===== config.mk =====
export PLATFORM = sky130hd
export DESIGN_NAME = bounded_array_list_top
export DESIGN_NICKNAME = d
export VERILOG_FILES = /design/src/design/bal_pkg.sv /design/src/design/bal_ram.sv /design/src/design/bounded_array_list_top.sv
export VERILOG_INCLUDE_DIRS = /design/src /design/src/design
export SDC_FILE = /design/constraint.sdc
export NUM_CORES = 2
export LEC_CHECK = 0
export BUFFER_PORTS_ARGS = -buffer_cell sky130_fd_sc_hd__buf_4
export CAP_MARGIN = 10
export CORE_MARGIN = 3
export CORE_UTILIZATION = 55
export CTS_CLUSTER_DIAMETER = 60
export DETAILED_ROUTE_END_ITERATION = 16
export PLACE_DENSITY = 0.71
export SETUP_SLACK_MARGIN = 0.05
export SLEW_MARGIN = 20
export SYNTH_ARGS = -nofsm -noshare
export SYNTH_HDL_FRONTEND = slang
export SYNTH_SLANG_ARGS = --single-unit

===== constraint.sdc =====
create_clock -name i_clk -period 13.8 [get_ports i_clk]
set_input_delay 2.76 -clock i_clk [delete_from_list [all_inputs] [get_ports i_clk]]
set_output_delay 2.76 -clock i_clk [all_outputs]
set_load 0.005 [all_outputs]

===== src/design/bounded_array_list_top_macros.svh =====
// Assertion macros for the bounded array list.
// Each macro takes a label, an antecedent and a consequent, sampled on i_clk
// and disabled while i_rst_n is low.
`ifndef BOUNDED_ARRAY_LIST_TOP_MACROS_SVH
`define BOUNDED_ARRAY_LIST_TOP_MACROS_SVH

`ifndef SYNTH
`define BAL_ASSERT_IMPL(label, ante, cons) \
    label: assert property (@(posedge i_clk) disable iff (!i_rst_n) (ante) |-> (cons)) \
        else $error("bounded array list: same-cycle check failed");
`define BAL_ASSERT_NEXT(label, ante, cons) \
    label: assert property (@(posedge i_clk) disable iff (!i_rst_n) (ante) |=> (cons)) \
        else $error("bounded array list: next-cycle check failed");
`else
`define BAL_ASSERT_IMPL(label, ante, cons)
`define BAL_ASSERT_NEXT(label, ante, cons)
`endif

`endif


===== src/design/bal_pkg.sv =====
`default_nettype none
package bal_pkg;

    localparam int CMD_W = 4;
    localparam int POS_W = 7;
    localparam int VAL_W = 32;
    localparam int CNT_W = 7;
    localparam int ST_W  = 2;

    localparam logic [CMD_W-1:0] CMD_ADD_AT       = 4'd0;
    localparam logic [CMD_W-1:0] CMD_ADD_FIRST    = 4'd1;
    localparam logic [CMD_W-1:0] CMD_ADD_LAST     = 4'd2;
    localparam logic [CMD_W-1:0] CMD_REMOVE_AT    = 4'd3;
    localparam logic [CMD_W-1:0] CMD_REMOVE_FIRST = 4'd4;
    localparam logic [CMD_W-1:0] CMD_REMOVE_LAST  = 4'd5;
    localparam logic [CMD_W-1:0] CMD_GET_AT       = 4'd6;
    localparam logic [CMD_W-1:0] CMD_GET_FIRST    = 4'd7;
    localparam logic [CMD_W-1:0] CMD_GET_LAST     = 4'd8;
    localparam logic [CMD_W-1:0] CMD_CLEAR        = 4'd9;

    localparam logic [ST_W-1:0] ST_OK      = 2'd0;
    localparam logic [ST_W-1:0] ST_INVALID = 2'd1;
    localparam logic [ST_W-1:0] ST_FULL    = 2'd2;

    localparam logic [CNT_W-1:0] CAP_RESET = 7'd64;
    localparam logic [VAL_W-1:0] RV_INVALID = 32'hFFFF_FFFF;
    localparam logic [VAL_W-1:0] RV_NONE    = 32'h0000_0000;

endpackage
`default_nettype wire


===== src/design/bal_ram.sv =====
`default_nettype none
module bal_ram #(
    parameter int DEPTH      = 64,
    parameter int DATA_WIDTH = 32,
    localparam int AW        = $clog2(DEPTH)
) (
    input  wire logic                  i_clk,
    input  wire logic                  i_we,
    input  wire logic [AW-1:0]         i_waddr,
    input  wire logic [DATA_WIDTH-1:0] i_wdata,
    input  wire logic [AW-1:0]         i_raddr,
    output logic      [DATA_WIDTH-1:0] o_rdata
);

    logic [DATA_WIDTH-1:0] r_mem [DEPTH];

    always_ff @(posedge i_clk) begin
        if (i_we) begin
            r_mem[i_waddr] <= i_wdata;
        end
        o_rdata <= r_mem[i_raddr];
    end

endmodule
`default_nettype wire


===== src/design/bounded_array_list_top.sv =====
`default_nettype none
`include "bounded_array_list_top_macros.svh"
// Bounded array list: an ordered list of signed values held in one slot RAM.
// Request channel: drive i_command, i_position and i_value with start high;
// the request is taken at a clock edge where start is high and busy is low.
// Result channel: o_done is high for exactly one cycle with o_status,
// o_read_value, o_item_count, o_is_full and o_is_empty; the receiver cannot
// stall it, so it must take the result in that cycle.
// Sequencing: rejected requests, clear, append at the end and removal of the
// last entry finish straight from idle; get passes through S_GET for one RAM read.
// Insert at index p runs S_UP, S_UP_LAST and S_PUT; removal at p runs S_DN
// and S_DN_LAST: the shift moves one entry per cycle through the
// single RAM write port, reading one slot ahead. The longest operation is
// an insert at index 0 into 63 entries. busy stays high until the result shows.
// Configuration: i_cfg_wen writes the capacity from i_cfg_wdata; write it
// only while busy is low. Reset (synchronous, active low) empties the list
// and sets the capacity to 64; slot contents are not cleared, and no
// clearing pass runs, so the block takes requests right after reset.
module bounded_array_list_top
    import bal_pkg::*;
#(
    parameter int DEPTH      = 64,
    parameter int DATA_WIDTH = 32
) (
    input  wire logic                    i_clk,
    input  wire logic                    i_rst_n,
    input  wire logic                    i_cfg_wen,
    input  wire logic        [CNT_W-1:0] i_cfg_wdata,
    input  wire logic                    start,
    output logic                         busy,
    input  wire logic        [CMD_W-1:0] i_command,
    input  wire logic        [POS_W-1:0] i_position,
    input  wire logic signed [VAL_W-1:0] i_value,
    output logic                         o_done,
    output logic             [ST_W-1:0]  o_status,
    output logic signed      [VAL_W-1:0] o_read_value,
    output logic             [CNT_W-1:0] o_item_count,
    output logic                         o_is_full,
    output logic                         o_is_empty
);

    localparam int AW        = $clog2(DEPTH);
    localparam int CAP_LIMIT = (DEPTH < 127) ? DEPTH : 127;
    localparam logic [CNT_W-1:0] CAP_LIM = CNT_W'(CAP_LIMIT);

    typedef enum logic [2:0] {
        S_IDLE,
        S_UP,
        S_UP_LAST,
        S_PUT,
        S_DN,
        S_DN_LAST,
        S_GET
    } t_state;

    t_state                r_state, n_state;
    logic                  r_busy;
    logic [CNT_W-1:0]      r_count, n_count;
    logic [CNT_W-1:0]      r_cap;
    logic [AW-1:0]         r_pos, n_pos;
    logic [AW-1:0]         r_src, n_src;
    logic [AW-1:0]         r_wa, n_wa;
    logic [AW-1:0]         r_last, n_last;
    logic                  r_pend, n_pend;
    logic [DATA_WIDTH-1:0] r_val, n_val;
    logic                  r_done, n_done;
    logic [ST_W-1:0]       r_status, n_status;
    logic [VAL_W-1:0]      r_rv, n_rv;
    logic [CNT_W-1:0]      r_item_count;
    logic                  r_full, r_empty;

    logic                  mem_we;
    logic [AW-1:0]         mem_wa, mem_ra;
    logic [DATA_WIDTH-1:0] mem_wd, mem_rd;

    logic [CNT_W-1:0]      eff_cap;
    logic [CNT_W-1:0]      idx;
    logic                  in_range;

    bal_ram #(
        .DEPTH      (DEPTH),
        .DATA_WIDTH (DATA_WIDTH)
    ) u_ram (
        .i_clk   (i_clk),
        .i_we    (mem_we),
        .i_waddr (mem_wa),
        .i_wdata (mem_wd),
        .i_raddr (mem_ra),
        .o_rdata (mem_rd)
    );

    assign eff_cap = (r_cap > CAP_LIM) ? CAP_LIM : r_cap;

    // Resolve the target index of the request.
    always_comb begin
        case (i_command)
            CMD_ADD_FIRST, CMD_REMOVE_FIRST, CMD_GET_FIRST: idx = '0;
            CMD_ADD_LAST:                                   idx = r_count;
            CMD_REMOVE_LAST, CMD_GET_LAST:                  idx = r_count - 7'd1;
            default:                                        idx = i_position;
        endcase
    end

    assign in_range = (r_count != '0) && (idx < r_count);

    always_comb begin
        n_state  = r_state;
        n_count  = r_count;
        n_pos    = r_pos;
        n_src    = r_src;
        n_wa     = r_wa;
        n_last   = r_last;
        n_pend   = r_pend;
        n_val    = r_val;
        n_done   = 1'b0;
        n_status = r_status;
        n_rv     = RV_NONE;
        mem_we   = 1'b0;
        mem_wa   = r_wa;
        mem_wd   = mem_rd;
        mem_ra   = r_src;

        unique case (r_state)
            S_IDLE: begin
                mem_ra = AW'(idx);
                if (start) begin
                    case (i_command)
                        CMD_ADD_AT, CMD_ADD_FIRST, CMD_ADD_LAST: begin
                            if (idx > r_count) begin
                                n_done   = 1'b1;
                                n_status = ST_INVALID;
                            end else if (r_count >= eff_cap) begin
                                n_done   = 1'b1;
                                n_status = ST_FULL;
                            end else if (idx == r_count) begin
                                // append: no entries to move
                                mem_we   = 1'b1;
                                mem_wa   = AW'(idx);
                                mem_wd   = DATA_WIDTH'($unsigned(i_value));
                                n_count  = r_count + 7'd1;
                                n_done   = 1'b1;
                                n_status = ST_OK;
                            end else begin
                                n_pos    = AW'(idx);
                                n_val    = DATA_WIDTH'($unsigned(i_value));
                                n_src    = AW'(r_count - 7'd1);
                                n_pend   = 1'b0;
                                n_status = ST_OK;
                                n_state  = S_UP;
                            end
                        end
                        CMD_REMOVE_AT, CMD_REMOVE_FIRST, CMD_REMOVE_LAST: begin
                            if (!in_range) begin
                                n_done   = 1'b1;
                                n_status = ST_INVALID;
                            end else if (idx == r_count - 7'd1) begin
                                n_count  = r_count - 7'd1;
                                n_done   = 1'b1;
                                n_status = ST_OK;
                            end else begin
                                n_src    = AW'(idx + 7'd1);
                                n_last   = AW'(r_count - 7'd1);
                                n_pend   = 1'b0;
                                n_status = ST_OK;
                                n_state  = S_DN;
                            end
                        end
                        CMD_GET_AT, CMD_GET_FIRST, CMD_GET_LAST: begin
                            if (!in_range) begin
                                n_done   = 1'b1;
                                n_status = ST_INVALID;
                                n_rv     = RV_INVALID;
                            end else begin
                                n_status = ST_OK;
                                n_state  = S_GET;
                            end
                        end
                        CMD_CLEAR: begin
                            n_count  = '0;
                            n_done   = 1'b1;
                            n_status = ST_OK;
                        end
                        default: begin
                            n_done   = 1'b1;
                            n_status = ST_INVALID;
                        end
                    endcase
                end
            end
            S_UP: begin
                // write the entry read last cycle one slot up, read the next one down
                mem_we = r_pend;
                n_wa   = r_src + AW'(1);
                n_pend = 1'b1;
                if (r_src == r_pos) begin
                    n_state = S_UP_LAST;
                end else begin
                    n_src = r_src - AW'(1);
                end
            end
            S_UP_LAST: begin
                mem_we  = 1'b1;
                n_state = S_PUT;
            end
            S_PUT: begin
                mem_we  = 1'b1;
                mem_wa  = r_pos;
                mem_wd  = r_val;
                n_count = r_count + 7'd1;
                n_done  = 1'b1;
                n_state = S_IDLE;
            end
            S_DN: begin
                mem_we = r_pend;
                n_wa   = r_src - AW'(1);
                n_pend = 1'b1;
                if (r_src == r_last) begin
                    n_state = S_DN_LAST;
                end else begin
                    n_src = r_src + AW'(1);
                end
            end
            S_DN_LAST: begin
                mem_we  = 1'b1;
                n_count = r_count - 7'd1;
                n_done  = 1'b1;
                n_state = S_IDLE;
            end
            S_GET: begin
                n_rv    = VAL_W'(mem_rd);
                n_done  = 1'b1;
                n_state = S_IDLE;
            end
            default: begin
                n_state = S_IDLE;
            end
        endcase
    end

    always_ff @(posedge i_clk) begin
        if (!i_rst_n) begin
            r_state <= S_IDLE;
            r_busy  <= 1'b0;
            r_count <= '0;
            r_cap   <= CAP_RESET;
            r_pend  <= 1'b0;
            r_done  <= 1'b0;
        end else begin
            r_state <= n_state;
            r_busy  <= (n_state != S_IDLE);
            r_count <= n_count;
            r_pend  <= n_pend;
            r_done  <= n_done;
            if (i_cfg_wen) begin
                r_cap <= i_cfg_wdata;
            end
        end
        r_pos    <= n_pos;
        r_src    <= n_src;
        r_wa     <= n_wa;
        r_last   <= n_last;
        r_val    <= n_val;
        r_status <= n_status;
        if (n_done) begin
            r_rv         <= n_rv;
            r_item_count <= n_count;
            r_full       <= (n_count >= eff_cap);
            r_empty      <= (n_count == '0);
        end
    end

    assign busy         = r_busy;
    assign o_done       = r_done;
    assign o_status     = r_status;
    assign o_read_value = $signed(r_rv);
    assign o_item_count = r_item_count;
    assign o_is_full    = r_full;
    assign o_is_empty   = r_empty;

    `BAL_ASSERT_IMPL(a_count_bound, 1'b1, r_count <= CAP_LIM)
    `BAL_ASSERT_NEXT(a_request_progress, start && !busy, o_done || busy)
    `BAL_ASSERT_IMPL(a_done_not_busy, o_done, !busy)
    `BAL_ASSERT_IMPL(a_full_status_flag, o_done && (o_status == ST_FULL), o_is_full)

endmodule
`default_nettype wire

==> flow_summary.json <==
{
  "drv_cap": 0,
  "p_seq_share_pct": 44.0,
  "power_density_mw_per_mm2": 202,
  "drc": 0,
  "avgRoutedWirePerCell_um": 33.1,
  "fin_nets": 4489,
  "yosysSeqAreaShare_pct": 75.8,
  "areaGrowthSynthToFinish_pct": 12.3,
  "p_switching_mw": 6.31,
  "placed_cells": 6223,
  "grt_overflow_total": 0,
  "outcome": "finished clean",
  "grt_use_total_pct": 27.4,
  "io_pins": 99,
  "ys_top_cells_by_area": "edfxtp_1 (75%), mux4_2 (13%), nand2_1 (1.7%)",
  "power.leakage_nw": 30.8,
  "synth_top_area_share_pct": 74.6,
  "dpl.hpwl_mm": 129,
  "clk_path_buf_depth": 3,
  "syn_nets": 4346,
  "crit_type": "input pin to flip-flop",
  "syn_avg_cell_area_um2": 20.3,
  "yosys.area.top_type": "edfxtp_1",
  "die_area_mm2": 0.162,
  "fp.dieW_um": 402,
  "drtIter0Drc": 6647,
  "synth_flop_cell": "edfxtp_1",
  "worst-path-max-fanout": 41,
  "fin_crit_ns": 8.41,
  "fp-row-count": 144,
  "post_cts_buffers": 0,
  "clk_latency_ns": 0.84,
  "dr.pass1.iters": 7,
  "htree_num_levels": 4,
  "core_area_mm2": 0.155,
  "port_buffers": 98,
  "yosys_warnings": 0,
  "drive_gt1_share_pct": 24.6,
  "num_vias": 44200,
  "clock-sinks": 2199,
  "grt_pass1_wl_mm": 316,
  "numCtsBuffers": 214,
  "cts_tree": "done",
  "crit_required_ns": 14.23,
  "post-synth-top-count-cell": "edfxtp_1",
  "synthTopCellsByCount": "edfxtp_1 (2147), mux4_2 (512), nand2_1 (399)",
  "async_flop_share_pct": 0,
  "critPathArrivalTime_ns": 8.84,
  "peakVddDrop_mv": 0.197,
  "rsz0062_at_grt": "no",
  "cts_resized": 0,
  "wl_mm": 220,
  "min_path_type": "flip-flop to flip-flop",
  "maxSlewViolCount": 0,
  "end_kind": "flip-flop",
  "finalSetupViolCount": 0,
  "relSlewSlack_pct": 25.1,
  "swShare_pct": 32.2,
  "fmax_ghz": 0.119,
  "cts_hold_buf": 0,
  "die_h_um": 402,
  "min_period_over_period_pct": 60.9,
  "synthDistinctLibCells": 81,
  "cts_root_buf": "clkbuf_16",
  "ant_nets": 0,
  "grt_max_degree": 145,
  "place.gp.congestion": 0.992,
  "worstMarginPinSlew_ns": 1.12,
  "comb_power_share_pct": 27.5,
  "critPathLaunchType": "input pin",
  "p_clk_share_pct": 28.5,
  "fillCellCount": 10300,
  "p_int_mw": 13.3,
  "setup_tns_ns": 0,
  "synth_area_mm2": 0.0865,
  "synth-edff-count": 2147,
  "grt_pass1_vias": 43200,
  "routed_via_density": 6.66,
  "antenna_found_initial": 12,
  "hold_viol": 0,
  "ys_ff_latch": 2199,
  "start_util_pct": 55.7,
  "clkTransAtPathRegs_ns": 0.06,
  "skew_ns": 0.0383,
  "synthCells": 4267,
  "stdcell_count": 6630
}
==> critical path, cell delays in order <==
cell and delay (ns):
buf_4 0.18, nor4b_2 0.58, nor2_2 0.22, a221o_1 0.56, ha_1 0.37, nand4_1 0.13, nor2_1 0.36, o211ai_1 0.42
nor3_2 0.22, buf_4 0.53, a22oi_1 0.18, nand2_1 0.35, nand3_1 0.75, nor2_4 1.14
==> per-stage QoR <==
step / setup slack (ns) / total power, mW / cell area (um2) / hold WS (ns) / utilization, %
after floorplan: 5.28 / 11.8 / 86500 / 0.474 / -
final: 5.39 / 19.6 / 97100 / 0.525 / 62.6
after detailed placement: 4.77 / 14.1 / 90000 / 0.516 / 58.0
after global placement: 4.77 / 14.0 / 90000 / 0.505 / 58.0
after CTS: 5.63 / 19.7 / 96700 / 0.530 / 62.4
after global routing: 5.24 / 20.2 / 97100 / 0.576 / 62.6
==> area by class of cell <==
cell class              count  area [um2]  area share [%]
diodes                      2        5.00         0.00516
clock buffers             270        5680            5.85
clock inverters           120        1040            1.07
inverters                  27         101           0.104
multi-input cells        1795       20600            21.2
flip-flops and latches   2199       65500            67.5
well taps                2044        2560            2.63
repair buffers            173        1600            1.65
==> worst paths after layout <==
path / cells after the start / endpoint / from / slack (ns)
setup / recovery: 14 / u_ram.r_mem[14][3]$_DFFE_PP_ / i_command[1] / 5.39
setup reg to reg: 17 / u_ram.r_mem[14][3]$_DFFE_PP_ / r_count[1]$_SDFF_PN0_ / 6.29
hold / removal: 2 / r_cap[3]$_SDFFE_PN0P_ / r_cap[3]$_SDFFE_PN0P_ / 0.53
hold reg to reg: 2 / r_cap[3]$_SDFFE_PN0P_ / r_cap[3]$_SDFFE_PN0P_ / 0.53
==> routing by layer <==
layer  vias to the layer above  global-route usage [%]  wire length [um]
met5                         -                   0.535               133
met4                         4                    10.9              9710
met3                       386                    7.47             26300
met2                      2666                    39.5             98000
met1                     23100                    40.1             85600
li1                      18000                       -                 -
==> cells by family after synthesis <==
group           after synthesis  share of synthesized area [%]
buf+inv                     273                           1.40
compound gates              382                           3.42
fa+ha+maj                    25                          0.370
mux                         661                           15.1
xor+xnor                     33                          0.334
flops                      2199                           75.8
simple gates                694                           3.64
==> state kept, by name, indices dropped and copies added, names as in the netlist, 2 cells and up <==
register and flops:
r_state 3, r_count 7, r_cap 7, r_wa 6, o_item_count 7, u_ram.o_rdata 32, r_val 32, o_status 2
o_read_value 32, r_last 6, r_pos 6, u_ram.r_mem 2048, r_src 6
==> power by group through the flow <==
| stage | clock (mW) | combinational, mW | sequential [mW] |
|---|---|---|---|
| detailed placement | 0 | 5.37 | 8.75 |
| finish | 5.59 | 5.39 | 8.63 |
| CTS | 5.66 | 5.39 | 8.62 |
| global placement | 0 | 5.28 | 8.75 |
| floorplan | 0 | 3.15 | 8.67 |
| global route | 5.92 | 5.67 | 8.64 |
==> placed cells by master, fill, tap and decap left out, types with 13 or more instances in the layout <==
cell       count
a21o_1        37
a21oi_1       39
a221oi_1      14
a22oi_1       36
a32oi_1      130
and2_1        19
and4_1        34
buf_12        21
buf_4        150
clkbuf_1      48
clkbuf_16    217
clkinv_1      43
clkinv_2      42
dfxtp_1       52
edfxtp_1    2147
ha_1          24
inv_1         25
mux2i_1      142
mux4_2       512
nand2_1      366
nand2_2       13
nand2_4       20
nand3_1       16
nor2_1        52
nor2_4        72
nor2b_1       17
nor3_1        13
o21ai_0       26
xnor2_1       21
No activity file was read; power rests on OpenSTA's default activity.
